## src/hdl/shs_pkg.sv

```systemverilog
// ----------------------------------------------------------------------------
// shs_pkg
// Types, codes and reset values shared by the stall homing sequencer files.
// ----------------------------------------------------------------------------
package shs_pkg;

  localparam int POSITION_BITS_DEF = 32;
  localparam int COUNT_BITS_DEF    = 8;

  // result queue depth, must be a power of two and at least two
  localparam int RESULT_DEPTH = 4;

  // configuration register indexes
  localparam logic [2:0] CFG_SEARCH_TORQUE      = 3'd0;
  localparam logic [2:0] CFG_STALL_SPEED        = 3'd1;
  localparam logic [2:0] CFG_STALL_COUNT_LIMIT  = 3'd2;
  localparam logic [2:0] CFG_SEARCH_ANGLE_LIMIT = 3'd3;
  localparam logic [2:0] CFG_CENTER_THRESHOLD   = 3'd4;
  localparam logic [2:0] CFG_APPROACH_SPEED     = 3'd5;
  localparam logic [2:0] CFG_CLEARANCE          = 3'd6;

  // configuration reset values
  localparam logic [10:0] SEARCH_TORQUE_RST      = 11'd100;
  localparam logic [14:0] STALL_SPEED_RST        = 15'd2;
  localparam logic [7:0]  STALL_COUNT_LIMIT_RST  = 8'd50;
  localparam logic [30:0] SEARCH_ANGLE_LIMIT_RST = 31'd108000;
  localparam logic [30:0] CENTER_THRESHOLD_RST   = 31'd500;
  localparam logic [30:0] APPROACH_SPEED_RST     = 31'd10000;
  localparam logic [29:0] CLEARANCE_RST          = 30'd1000;

  typedef enum logic [2:0] {
    PH_IDLE     = 3'd0,
    PH_POS      = 3'd1,
    PH_NEG      = 3'd2,
    PH_APPROACH = 3'd3,
    PH_DONE     = 3'd4
  } phase_t;

  typedef enum logic [2:0] {
    CMD_OFF      = 3'd0,
    CMD_TORQUE   = 3'd1,
    CMD_STOP     = 3'd2,
    CMD_SPEED    = 3'd3,
    CMD_POSITION = 3'd4
  } cmd_kind_t;

  typedef struct packed {
    logic [10:0] search_torque;
    logic [14:0] stall_speed;
    logic [7:0]  stall_count_limit;
    logic [30:0] search_angle_limit;
    logic [30:0] center_threshold;
    logic [30:0] approach_speed;
    logic [29:0] clearance;
  } cfg_t;

  typedef struct packed {
    cmd_kind_t          kind;
    logic signed [31:0] value;
    logic               last;
    logic               done;
    logic signed [31:0] low;
    logic signed [31:0] high;
    logic signed [31:0] center;
  } result_t;

  function automatic result_t mk_result(input cmd_kind_t kind, input logic signed [31:0] value,
                                        input logic last);
    result_t r;
    r        = '0;
    r.kind   = kind;
    r.value  = value;
    r.last   = last;
    return r;
  endfunction

endpackage

```

## src/hdl/shs_step.sv

```systemverilog
// ----------------------------------------------------------------------------
// shs_step
// Combinational step: next homing state and up to two results for one item.
// ----------------------------------------------------------------------------
module shs_step #(
  parameter int POS_W   = shs_pkg::POSITION_BITS_DEF,
  parameter int COUNT_W = shs_pkg::COUNT_BITS_DEF
) (
  input  logic                      mode,
  input  logic signed [15:0]        speed,
  input  logic signed [POS_W-1:0]   pos,
  input  shs_pkg::cfg_t             cfg,
  input  shs_pkg::phase_t           phase,
  input  logic [COUNT_W-1:0]        count,
  input  logic signed [POS_W-1:0]   upper,
  input  logic signed [POS_W-1:0]   lower,
  input  logic signed [POS_W-1:0]   center,
  output shs_pkg::phase_t           phase_next,
  output logic [COUNT_W-1:0]        count_next,
  output logic signed [POS_W-1:0]   upper_next,
  output logic signed [POS_W-1:0]   lower_next,
  output logic signed [POS_W-1:0]   center_next,
  output shs_pkg::result_t          res0,
  output shs_pkg::result_t          res1,
  output logic [1:0]                n_res
);

  localparam int CMW = (COUNT_W > 8) ? COUNT_W : 8;
  localparam logic signed [34:0] MAXV = (35'sd1 <<< (POS_W - 1)) - 35'sd1;
  localparam logic signed [34:0] MINV = -MAXV - 35'sd1;

  function automatic logic signed [POS_W-1:0] sat_pos(input logic signed [34:0] v);
    logic signed [POS_W-1:0] r;
    if (v > MAXV) r = MAXV[POS_W-1:0];
    else if (v < MINV) r = MINV[POS_W-1:0];
    else r = v[POS_W-1:0];
    return r;
  endfunction

  logic signed [16:0]      spd17, ss17;
  logic                    stalled;
  logic [COUNT_W-1:0]      cnt_bumped;
  logic                    reached;
  logic signed [32:0]      pos33, bnd33;
  logic                    past_hi, past_lo;
  logic signed [POS_W:0]   sum, sum_adj, span, span_adj;
  logic signed [POS_W-1:0] ctr_new, half;
  logic signed [33:0]      diff, thr;
  logic                    below;
  logic signed [34:0]      lo_w, hi_w, clr35;
  logic signed [31:0]      torque32, appr32;

  always_comb begin
    spd17   = 17'(speed);
    ss17    = $signed({2'b00, cfg.stall_speed});
    stalled = (phase == shs_pkg::PH_POS) ? (spd17 < ss17) : (spd17 > -ss17);
    if (!stalled) cnt_bumped = '0;
    else if (&count) cnt_bumped = count;
    else cnt_bumped = count + COUNT_W'(1);
    reached = CMW'(cnt_bumped) >= CMW'(cfg.stall_count_limit);

    pos33   = 33'(pos);
    bnd33   = $signed({2'b00, cfg.search_angle_limit});
    past_hi = pos33 > bnd33;
    past_lo = pos33 < -bnd33;

    // center of upper and the new lower, halved toward zero
    sum     = (POS_W+1)'(upper) + (POS_W+1)'(pos);
    sum_adj = sum + $signed((POS_W+1)'(sum[POS_W]));
    ctr_new = sum_adj[POS_W:1];

    diff  = 34'(pos) - 34'(center);
    thr   = $signed({3'b000, cfg.center_threshold});
    below = diff < -thr;

    span     = (POS_W+1)'(upper) - (POS_W+1)'(lower);
    span_adj = span + $signed((POS_W+1)'(span[POS_W]));
    half     = span_adj[POS_W:1];
    clr35    = $signed({5'b00000, cfg.clearance});
    lo_w     = 35'(center) - 35'(half) + clr35;
    hi_w     = 35'(center) + 35'(half) - clr35;

    torque32 = $signed(32'(cfg.search_torque));
    appr32   = $signed(32'(cfg.approach_speed));

    phase_next  = phase;
    count_next  = count;
    upper_next  = upper;
    lower_next  = lower;
    center_next = center;
    res0        = '0;
    res1        = '0;
    n_res       = 2'd0;

    if (!mode) begin
      phase_next = shs_pkg::PH_POS;
      count_next = '0;
      res0       = shs_pkg::mk_result(shs_pkg::CMD_OFF, 32'sd0, 1'b0);
      res1       = shs_pkg::mk_result(shs_pkg::CMD_TORQUE, torque32, 1'b1);
      n_res      = 2'd2;
    end else begin
      unique case (phase)
        shs_pkg::PH_POS: begin
          count_next = cnt_bumped;
          if (reached || past_hi) begin
            upper_next = pos;
            count_next = '0;
            phase_next = shs_pkg::PH_NEG;
            res0       = shs_pkg::mk_result(shs_pkg::CMD_STOP, 32'sd0, 1'b0);
            res1       = shs_pkg::mk_result(shs_pkg::CMD_TORQUE, -torque32, 1'b1);
            n_res      = 2'd2;
          end else begin
            res0  = shs_pkg::mk_result(shs_pkg::CMD_TORQUE, torque32, 1'b1);
            n_res = 2'd1;
          end
        end
        shs_pkg::PH_NEG: begin
          count_next = cnt_bumped;
          if (reached || past_lo) begin
            lower_next  = pos;
            count_next  = '0;
            center_next = ctr_new;
            phase_next  = shs_pkg::PH_APPROACH;
            res0        = shs_pkg::mk_result(shs_pkg::CMD_STOP, 32'sd0, 1'b0);
            res1        = shs_pkg::mk_result(shs_pkg::CMD_SPEED, appr32, 1'b1);
            n_res       = 2'd2;
          end else begin
            res0  = shs_pkg::mk_result(shs_pkg::CMD_TORQUE, -torque32, 1'b1);
            n_res = 2'd1;
          end
        end
        shs_pkg::PH_APPROACH: begin
          n_res = 2'd1;
          if (below) begin
            res0 = shs_pkg::mk_result(shs_pkg::CMD_SPEED, appr32, 1'b1);
          end else begin
            phase_next  = shs_pkg::PH_DONE;
            res0        = shs_pkg::mk_result(shs_pkg::CMD_POSITION, 32'(center), 1'b1);
            res0.done   = 1'b1;
            res0.low    = 32'(sat_pos(lo_w));
            res0.high   = 32'(sat_pos(hi_w));
            res0.center = 32'(center);
          end
        end
        default: begin
          // reports while idle or done are dropped
        end
      endcase
    end
  end

endmodule

```

## src/hdl/shs_result_fifo.sv

```systemverilog
// ----------------------------------------------------------------------------
// shs_result_fifo
// Small result queue: takes up to two results a cycle, gives one a cycle.
// ----------------------------------------------------------------------------
module shs_result_fifo (
  input  logic             clk,
  input  logic             rst,
  input  logic [1:0]       push_n,
  input  shs_pkg::result_t res0,
  input  shs_pkg::result_t res1,
  input  logic             pop,
  output logic             room,
  output logic             not_empty,
  output shs_pkg::result_t head
);

  localparam int DEPTH = shs_pkg::RESULT_DEPTH;
  localparam int PTRW  = $clog2(DEPTH);
  localparam int CNTW  = $clog2(DEPTH + 1);

  shs_pkg::result_t mem [DEPTH];
  logic [PTRW-1:0]  wr, rd;
  logic [CNTW-1:0]  count, count_next;

  assign room      = count <= CNTW'(DEPTH - 2);
  assign not_empty = count != '0;
  assign head      = mem[rd];

  always_comb begin
    count_next = count + CNTW'(push_n) - CNTW'(pop);
  end

  always_ff @(posedge clk) begin
    if (rst) begin
      wr    <= '0;
      rd    <= '0;
      count <= '0;
    end else begin
      wr    <= wr + PTRW'(push_n);
      if (pop) rd <= rd + PTRW'(1);
      count <= count_next;
    end
  end

  always_ff @(posedge clk) begin
    if (push_n != 2'd0) mem[wr] <= res0;
    if (push_n == 2'd2) mem[wr + PTRW'(1)] <= res1;
  end

endmodule

```

## src/hdl/stall_homing_sequencer.sv

```systemverilog
// ----------------------------------------------------------------------------
// stall_homing_sequencer
// Finds both end stops of a geared actuator by stall detection, then moves
// to the center and reports the narrowed travel limits.
// ----------------------------------------------------------------------------
//   channel  handshake            payload
//   item     item_valid/stall     mode, measured_speed, measured_position
//   result   result_valid/stall   command_kind .. center_position
//   config   cfg_valid/ready      cfg_index, cfg_data
//
// An item waits in the input register; the step logic pushes its zero,
// one or two results into a 4-entry result queue; one item per cycle
// while item_stall is low. Results leave one per cycle unless result_stall
// is high. item_stall is high while the input register holds an item and
// the queue has no room for two results. Reset clears the phase, counters,
// extremes and queue, and loads the config registers with reset values.
module stall_homing_sequencer #(
  parameter int POSITION_BITS = shs_pkg::POSITION_BITS_DEF,
  parameter int COUNT_BITS    = shs_pkg::COUNT_BITS_DEF
) (
  input  logic               clk,
  input  logic               rst,
  input  logic               item_valid,
  output logic               item_stall,
  input  logic               mode,
  input  logic signed [15:0] measured_speed,
  input  logic signed [31:0] measured_position,
  output logic               result_valid,
  input  logic               result_stall,
  output logic [2:0]         command_kind,
  output logic signed [31:0] command_value,
  output logic               last_of_run,
  output logic               homing_done,
  output logic signed [31:0] low_limit,
  output logic signed [31:0] high_limit,
  output logic signed [31:0] center_position,
  input  logic               cfg_valid,
  output logic               cfg_ready,
  input  logic [2:0]         cfg_index,
  input  logic [31:0]        cfg_data
);

  localparam int PW = (POSITION_BITS > 32) ? 32 : POSITION_BITS;

  shs_pkg::cfg_t           cfg;
  shs_pkg::phase_t         phase, phase_next;
  logic [COUNT_BITS-1:0]   stall_count, stall_count_next;
  logic signed [PW-1:0]    upper_extreme, upper_extreme_next;
  logic signed [PW-1:0]    lower_extreme, lower_extreme_next;
  logic signed [PW-1:0]    center_reg, center_reg_next;

  logic                    hold_valid;
  logic                    hold_mode;
  logic signed [15:0]      hold_speed;
  logic signed [PW-1:0]    hold_pos;

  shs_pkg::result_t        res0, res1, head;
  logic [1:0]              n_res;
  logic                    room, fire, item_take, pop;

  assign cfg_ready  = 1'b1;
  assign item_stall = hold_valid && !room;
  assign item_take  = item_valid && !item_stall;
  assign fire       = hold_valid && room;
  assign pop        = result_valid && !result_stall;

  always_ff @(posedge clk) begin
    if (rst) begin
      cfg.search_torque      <= shs_pkg::SEARCH_TORQUE_RST;
      cfg.stall_speed        <= shs_pkg::STALL_SPEED_RST;
      cfg.stall_count_limit  <= shs_pkg::STALL_COUNT_LIMIT_RST;
      cfg.search_angle_limit <= shs_pkg::SEARCH_ANGLE_LIMIT_RST;
      cfg.center_threshold   <= shs_pkg::CENTER_THRESHOLD_RST;
      cfg.approach_speed     <= shs_pkg::APPROACH_SPEED_RST;
      cfg.clearance          <= shs_pkg::CLEARANCE_RST;
    end else if (cfg_valid && cfg_ready) begin
      unique case (cfg_index)
        shs_pkg::CFG_SEARCH_TORQUE:      cfg.search_torque      <= cfg_data[10:0];
        shs_pkg::CFG_STALL_SPEED:        cfg.stall_speed        <= cfg_data[14:0];
        shs_pkg::CFG_STALL_COUNT_LIMIT:  cfg.stall_count_limit  <= cfg_data[7:0];
        shs_pkg::CFG_SEARCH_ANGLE_LIMIT: cfg.search_angle_limit <= cfg_data[30:0];
        shs_pkg::CFG_CENTER_THRESHOLD:   cfg.center_threshold   <= cfg_data[30:0];
        shs_pkg::CFG_APPROACH_SPEED:     cfg.approach_speed     <= cfg_data[30:0];
        shs_pkg::CFG_CLEARANCE:          cfg.clearance          <= cfg_data[29:0];
        default: begin
        end
      endcase
    end
  end

  // input register
  always_ff @(posedge clk) begin
    if (rst) begin
      hold_valid <= 1'b0;
    end else begin
      hold_valid <= item_take || (hold_valid && !fire);
    end
  end

  always_ff @(posedge clk) begin
    if (item_take) begin
      hold_mode  <= mode;
      hold_speed <= measured_speed;
      hold_pos   <= measured_position[PW-1:0];
    end
  end

  shs_step #(
    .POS_W   (PW),
    .COUNT_W (COUNT_BITS)
  ) u_step (
    .mode        (hold_mode),
    .speed       (hold_speed),
    .pos         (hold_pos),
    .cfg         (cfg),
    .phase       (phase),
    .count       (stall_count),
    .upper       (upper_extreme),
    .lower       (lower_extreme),
    .center      (center_reg),
    .phase_next  (phase_next),
    .count_next  (stall_count_next),
    .upper_next  (upper_extreme_next),
    .lower_next  (lower_extreme_next),
    .center_next (center_reg_next),
    .res0        (res0),
    .res1        (res1),
    .n_res       (n_res)
  );

  always_ff @(posedge clk) begin
    if (rst) begin
      phase         <= shs_pkg::PH_IDLE;
      stall_count   <= '0;
      upper_extreme <= '0;
      lower_extreme <= '0;
      center_reg    <= '0;
    end else if (fire) begin
      phase         <= phase_next;
      stall_count   <= stall_count_next;
      upper_extreme <= upper_extreme_next;
      lower_extreme <= lower_extreme_next;
      center_reg    <= center_reg_next;
    end
  end

  shs_result_fifo u_fifo (
    .clk       (clk),
    .rst       (rst),
    .push_n    (fire ? n_res : 2'd0),
    .res0      (res0),
    .res1      (res1),
    .pop       (pop),
    .room      (room),
    .not_empty (result_valid),
    .head      (head)
  );

  assign command_kind    = head.kind;
  assign command_value   = head.value;
  assign last_of_run     = head.last;
  assign homing_done     = head.done;
  assign low_limit       = head.low;
  assign high_limit      = head.high;
  assign center_position = head.center;

endmodule

```

## config.mk

```make
export PLATFORM = sky130hd
export DESIGN_NAME = stall_homing_sequencer
export DESIGN_NICKNAME = d
export VERILOG_FILES = /design/src/hdl/shs_pkg.sv /design/src/hdl/shs_step.sv /design/src/hdl/shs_result_fifo.sv /design/src/hdl/stall_homing_sequencer.sv
export SDC_FILE = /design/constraint.sdc
export NUM_CORES = 2
export LEC_CHECK = 0
export BUFFER_PORTS_ARGS = -buffer_cell sky130_fd_sc_hd__buf_2
export CAP_MARGIN = 20
export CORE_UTILIZATION = 40
export DETAILED_ROUTE_END_ITERATION = 8
export PLACE_DENSITY = 0.61
export SLEW_MARGIN = 20
export SYNTH_ARGS = -nofsm -noshare
export SYNTH_HDL_FRONTEND = slang
export SYNTH_HIERARCHICAL = 1
export SYNTH_SLANG_ARGS = --single-unit
export TNS_END_PERCENT = 10
```

## constraint.sdc

```tcl
create_clock -name clk -period 17.05 [get_ports clk]
set_input_delay 0 -clock clk [delete_from_list [all_inputs] [get_ports clk]]
set_output_delay 0 -clock clk [all_outputs]
set_load 0.02 [all_outputs]
```

# Yosys cells after proc, flatten, opt, wreduce, memory -nomap -nowiden

Memory sizes are Yosys's and may differ from the RTL's. A register that Yosys moved wholly into a read port is not among the register bits.
Index checks and enable logic that the tools add are counted.

$lt $le $gt $ge: 11
Reductions and logical operators: 27
Add/subtract/negate cells: 19
Equality and inequality tests: 15
Mux-type cells: 36

Operator list:

| kind                                                 | number |
|---|---|
| 2-to-1 mux 133 bit                                   | 3 |
| case mux 133 bit (3 select lines)                    | 1 |
| 2-to-1 mux 132 bit                                   | 3 |
| case mux 133 bit (2 select lines)                    | 1 |
| 2-to-1 mux 131 bit                                   | 1 |
| 2-to-1 mux 32 bit                                    | 4 |
| subtractor 32 x 32 -> 33 bit                         | 3 |
| > comparator 35 x 32 -> 1 bit, second input constant | 2 |
| < comparator 35 x 32 -> 1 bit, second input constant | 2 |
| adder 32 x 32 -> 33 bit                              | 2 |
| adder 33 x 2 -> 33 bit                               | 2 |
| 2-to-1 mux 8 bit                                     | 5 |
| adder 35 x 31 -> 35 bit                              | 1 |
| subtractor 35 x 31 -> 35 bit                         | 1 |
| < comparator 34 bit                                  | 1 |
| negation 31 -> 34 bit                                | 1 |
| < comparator 32 x 33 -> 1 bit                        | 1 |
| negation 31 -> 33 bit                                | 1 |
| > comparator 32 bit                                  | 1 |
| negation 11 -> 32 bit                                | 1 |
| > comparator 16 x 17 -> 1 bit                        | 1 |
| negation 15 -> 17 bit                                | 1 |
| < comparator 16 bit                                  | 1 |
| case mux 8 bit (2 select lines)                      | 1 |
| other kinds (30)                                     | 67 |

RAM bits: 532
Input bits: 89
Bits in registers: 321
Output and inout port bits: 136
Memories: 1

Memories:

| name       | words | bits a word | read ports | clocked after Yosys merged registers in | wr ports | RTL line              | RTL |
|---|---|---|---|---|---|---|---|
| u_fifo.mem | 4     | 133         | 1          | 1                                       | 2        | shs_result_fifo.sv:21 | `shs_pkg::result_t mem [DEPTH];` |

# Longest topological paths before layout

Depth in word-level cells: 13
Gate-level depth with buffers: 36

# By module

Netlist, hierarchy kept.

By module, submodules not included:

| module                 | times used | cells each | sequential area each (um^2) | area an instance (um^2) |
|---|---|---|---|---|
| shs_result_fifo        | 1          | 1335       | 16155.5                     | 25946.1 |
| shs_step               | 1          | 2943       | 0.0                         | 20587.2 |
| stall_homing_sequencer | 1          | 1116       | 6776.5                      | 12276.8 |

# Worst setup path after synthesis

OpenSTA, ideal clock, no wires.

Path kind: register to register
Start: register, netlist name cfg[133]
End: memory u_fifo/mem[0][0] (netlist bit) (enable)
Setup slack: 1441 ps
Path buffers: 3
Cell stages (with the launch flop): 31
Data required time: 16241 ps
Arrival time: 14800 ps
Cell sequence: dfxtp_1 -> inv_1 -> nand4_1 -> nor4_1 -> nand3_1 -> xnor2_1 -> ha_1 -> a21o_1 -> a21o_1 -> a21oi_1 -> nor2_1 -> a2111oi_0 -> o221ai_1 -> o21ai_0 -> clkbuf_1 -> nand2b_1 -> ha_1 -> nand2b_1 -> a21o_1 -> a21oi_1 -> o21ai_0 -> o41ai_1 -> o21ai_1 -> nor3_1 -> nor2_1 -> clkbuf_1 -> a21oi_1 -> and3_1 -> clkbuf_2 -> o21bai_1 -> o21ai_0

RTL lines:

| element          | RTL line |
|---|---|
| end: declaration | shs_result_fifo.sv:21 |

==> impl_metrics.yaml <==
run:
  maxCapViolCount: 0
sta:
  final_max_slew_violation_count: 0
  grt_setup_unrepaired: "false"
  fmax_mhz: 109.1
  final.period_utilization_pct: 53.75
  finalSetupViolCount: 0
  final_period_minus_worst_setup_slack_ns: 9.164
  actual_slew_at_the_worst_max_slew_pin_ns: 1.147
  clock-skew-final_ns: 0.04016
  fin_tns_setup_ns: 0
  hold_viol_final: 0
  slew_headroom_pct: 23.22
final_layout:
  largest-register: "u_fifo/mem"
  syn_to_final_growth_pct: 11.95
  post-route-cell-area_sq_mm: 0.06584
  finish.net_count: 6069
  largest_reg_flops: 532
  reg.largest.list: "u_fifo/mem (532), cfg (157)"
  post_route_cells_drive_above_1_share_pct: 21.76
synthesis:
  synthCells: 5394
  netlist_top_cells_count: "sky130_fd_sc_hd__edfxtp_1, sky130_fd_sc_hd__mux2_2, sky130_fd_sc_hd__a21oi_1, sky130_fd_sc_hd__ha_1, sky130_fd_sc_hd__dfxtp_1"
  synth.ff_latch_count: 855
  synth.avg_cell_area_sq_um: 10.90
  post_synth_instance_area_sq_mm: 0.05881
  cell_taking_the_most_area_after_synthesis: "sky130_fd_sc_hd__edfxtp_1"
  yosys-top-cells-area: "sky130_fd_sc_hd__edfxtp_1, sky130_fd_sc_hd__mux2_2, sky130_fd_sc_hd__dfxtp_1, sky130_fd_sc_hd__ha_1, sky130_fd_sc_hd__mux4_2"
  synth_enable_flop_cells: 581
  yosysMostFrequentCell: "sky130_fd_sc_hd__edfxtp_1"
  number_of_distinct_library_cells_after_synthesis: 109
  async_flop_share_pct: 0
  dominantRegCellSynth: "sky130_fd_sc_hd__edfxtp_1"
  seq_area_frac_synth_pct: 38.99
  yosys_warnings: 6
  yosysTopAreaCellShare_pct: 29.67
placed_design:
  placedInstanceArea_sq_mm: 0.06120
  port_buffers: 222
  detailedPlacementHpwl_microns: 123100
  globalplace.congestion: 0.9502
worst_hold_path:
  min_delay_path_depth: 2
  hold_path_end: "hold_pos[25]"
  hp-start: "measured_position[25]"
  hold_path_class: "input port to flip-flop"
cts:
  post_cts_resized: 0
  cts_post_setup_buffers_inserted: 0
  cts.reportedPaths.clkPinSlew_ns: 0.06
  h-tree-depth: 3
  cts_buffers: 98
  ctsLongestPathBuffers: 3
  ctsHoldBuffers: 137
  cts_sinks: 855
  clk_root_buffer_cell: "sky130_fd_sc_hd__clkbuf_16"
  tritoncts: "done"
  insertion_delay_of_the_later_clocked_pin_in_the_worst_skew_pair_ns: 0.74
global_routing:
  antenna_found_initial: 9
  grt_use_met1_pct: 32.36
  grt_use_met3_pct: 3.048
  grt-ovfl-total: 0
  grt_start_max_net_pins: 198
  groute.layer.met2.usage_pct: 37.06
  layer_with_the_highest_usage: "met2"
  grt_pass1_wl_microns: 260600
  via_count_of_the_first_global_routing_pass: 41480
  grt_usage_pct: 23.13
route:
  detail_routed_net_length_per_standard_cell_microns: 23.11
  drt_first_iter_violations: 3633
  routed_via_density: 5.679
  detail_route.drc_violations: 0
  detailroute.via_count: 43200
  detailedRoute.firstPassIterationCount: 6
  totalWireLength_microns: 175700
  drt.antenna.violating_nets: 0
die:
  design.core.area_sq_mm: 0.1457
  floorplan.initialDensity_pct: 40.35
  fp.dieW_microns: 385.4
  die_height_microns: 385.4
  top_ports: 225
  std_cell_rows: 140
  design.die.area_sq_mm: 0.1486
setup_path:
  worst-r2r-setup-slack_ns: 7.89
  regToRegEndpoint: "u_fifo/mem[0][2]"
  crit_fanout: 134
  timing.critical_path.required_ns: 17.34
  setup.worst_path.class: "flip-flop to flip-flop"
  reg2reg_from: "cfg[133]"
  r2r.worst_path.cells: 31
  max_stage_delay_ns: 0.64
  endpoint_kind: "flip-flop"
  critical_path.slowest_cell: "sky130_fd_sc_hd__buf_12"
  critical_path_arrival_ns: 9.45
  start_kind: "flip-flop"
outcome:
  outcome: "completed"
pwr:
  total_leakage_power_uw: 0.02641
  largest_voltage_drop_on_the_vdd_net_uv: 87.74
  cellPowerDensity_mw_per_mm2: 95.34
## layout make-up
class                      instances  area, sq um
fill                           13590        79900
multi-input combinational       3985        33280
sequential                       855        22940
timing repair buffer             415         3044
clock buffer                     120         2628
tap                             1917         2399
inverter                         247        927.1
clock inverter                    64        603.1
antenna                            3        7.507
## worst max-delay path by stage
| stage | from | end | slack [ns] |
|---|---|---|---|
| 2_1_floorplan | cfg[133] | u_fifo/mem[0][0] | 1.44 |
| 3_3_place_gp | cfg[133] | u_fifo/mem[2][2] | 7.92 |
| 3_5_place_dp | cfg[133] | u_fifo/mem[2][2] | 7.94 |
| 4_1_cts | cfg[133] | u_fifo/mem[2][2] | 7.90 |
| 5_1_grt | cfg[133] | u_fifo/mem[0][2] | 7.24 |
| 6_report | cfg[133] | u_fifo/mem[0][2] | 7.89 |
## report_power, final
group | total, uW | switching [uW] | internal [uW]
sequential | 2380 | 71.2 | 2310
clock | 2110 | 929 | 1180
combinational | 1790 | 1100 | 686
total | 6280 | 2100 | 4180
## per-layer routing
| layer | share of wire [%] | wire [microns] | up-vias |
|---|---|---|---|
| met5 | 0.0074 | 13 | - |
| met4 | 3.0 | 5298 | 2 |
| met3 | 5.7 | 10040 | 206 |
| met2 | 46 | 80940 | 1283 |
| met1 | 45 | 79460 | 21430 |
| li1 | - | - | 20280 |
## worst max-delay path: cells and delay by family, from the launching register on
| kind | cells | cell delay, ns |
|---|---|---|
| DFF | 1 | 0.35 |
| and+or+nand+nor | 10 | 2.55 |
| buffers and inverters | 5 | 1.59 |
| adders and majority gates | 2 | 0.49 |
| xor gates and xnor gates | 1 | 0.26 |
| AOI/OAI and AO/OA | 13 | 3.22 |
## metrics by stage
stage | hold slack, ns | utilization, % | power (uW) | setup slack [ns] | std cells
6_report | 0.04923 | 45.17 | 6276 | 7.886 | 7606
5_1_grt | 0.02736 | 45.17 | 6540 | 7.239 | 7603
4_1_cts | 0.01092 | 45.15 | 6331 | 7.895 | 7601
3_5_place_dp | 0.1781 | 41.99 | 4184 | 7.938 | 7280
3_3_place_gp | 0.1760 | 41.99 | 4173 | 7.923 | 7280
2_1_floorplan | 0.07161 | - | 3678 | 1.441 | 5491
## placed cells by master, fill, tap and decap left out, types with 29 or more instances in the layout
cell type / instances
sky130_fd_sc_hd__a211o_1: 33
sky130_fd_sc_hd__a211oi_1: 34
sky130_fd_sc_hd__a21bo_2: 108
sky130_fd_sc_hd__a21o_1: 123
sky130_fd_sc_hd__a21oi_1: 348
sky130_fd_sc_hd__and3_1: 39
sky130_fd_sc_hd__buf_2: 221
sky130_fd_sc_hd__buf_4: 44
sky130_fd_sc_hd__clkbuf_16: 99
sky130_fd_sc_hd__conb_1: 99
sky130_fd_sc_hd__dfxtp_1: 271
sky130_fd_sc_hd__dlygate4sd3_1: 137
sky130_fd_sc_hd__edfxtp_1: 581
sky130_fd_sc_hd__fa_1: 64
sky130_fd_sc_hd__ha_1: 314
sky130_fd_sc_hd__inv_1: 245
sky130_fd_sc_hd__mux2_1: 70
sky130_fd_sc_hd__mux2_2: 503
sky130_fd_sc_hd__mux2i_1: 168
sky130_fd_sc_hd__mux4_2: 133
sky130_fd_sc_hd__nand2_1: 248
sky130_fd_sc_hd__nand2b_1: 196
sky130_fd_sc_hd__nand3_1: 174
sky130_fd_sc_hd__nand4_1: 53
sky130_fd_sc_hd__nor2_1: 252
sky130_fd_sc_hd__nor2b_1: 40
sky130_fd_sc_hd__nor3_1: 75
sky130_fd_sc_hd__nor4_1: 29
sky130_fd_sc_hd__o21a_1: 37
sky130_fd_sc_hd__o21ai_0: 162
sky130_fd_sc_hd__or3_1: 40
sky130_fd_sc_hd__xnor2_1: 149
sky130_fd_sc_hd__xor2_1: 110
## cells by family after synthesis
family                   count (synthesis)  synth area share [%]
AO/OA/AOI/OAI                         1106                 12.69
XOR/XNOR                               262                 3.961
adder cells (fa/ha/maj)                379                 8.876
buffers and inverters                  651                 5.278
flip-flops                             855                 38.99
multiplexers                           874                 18.92
other                                    2               0.01277
AND/OR/NAND/NOR                       1265                 11.27
Note: power is estimated with default switching activity, not from simulation.
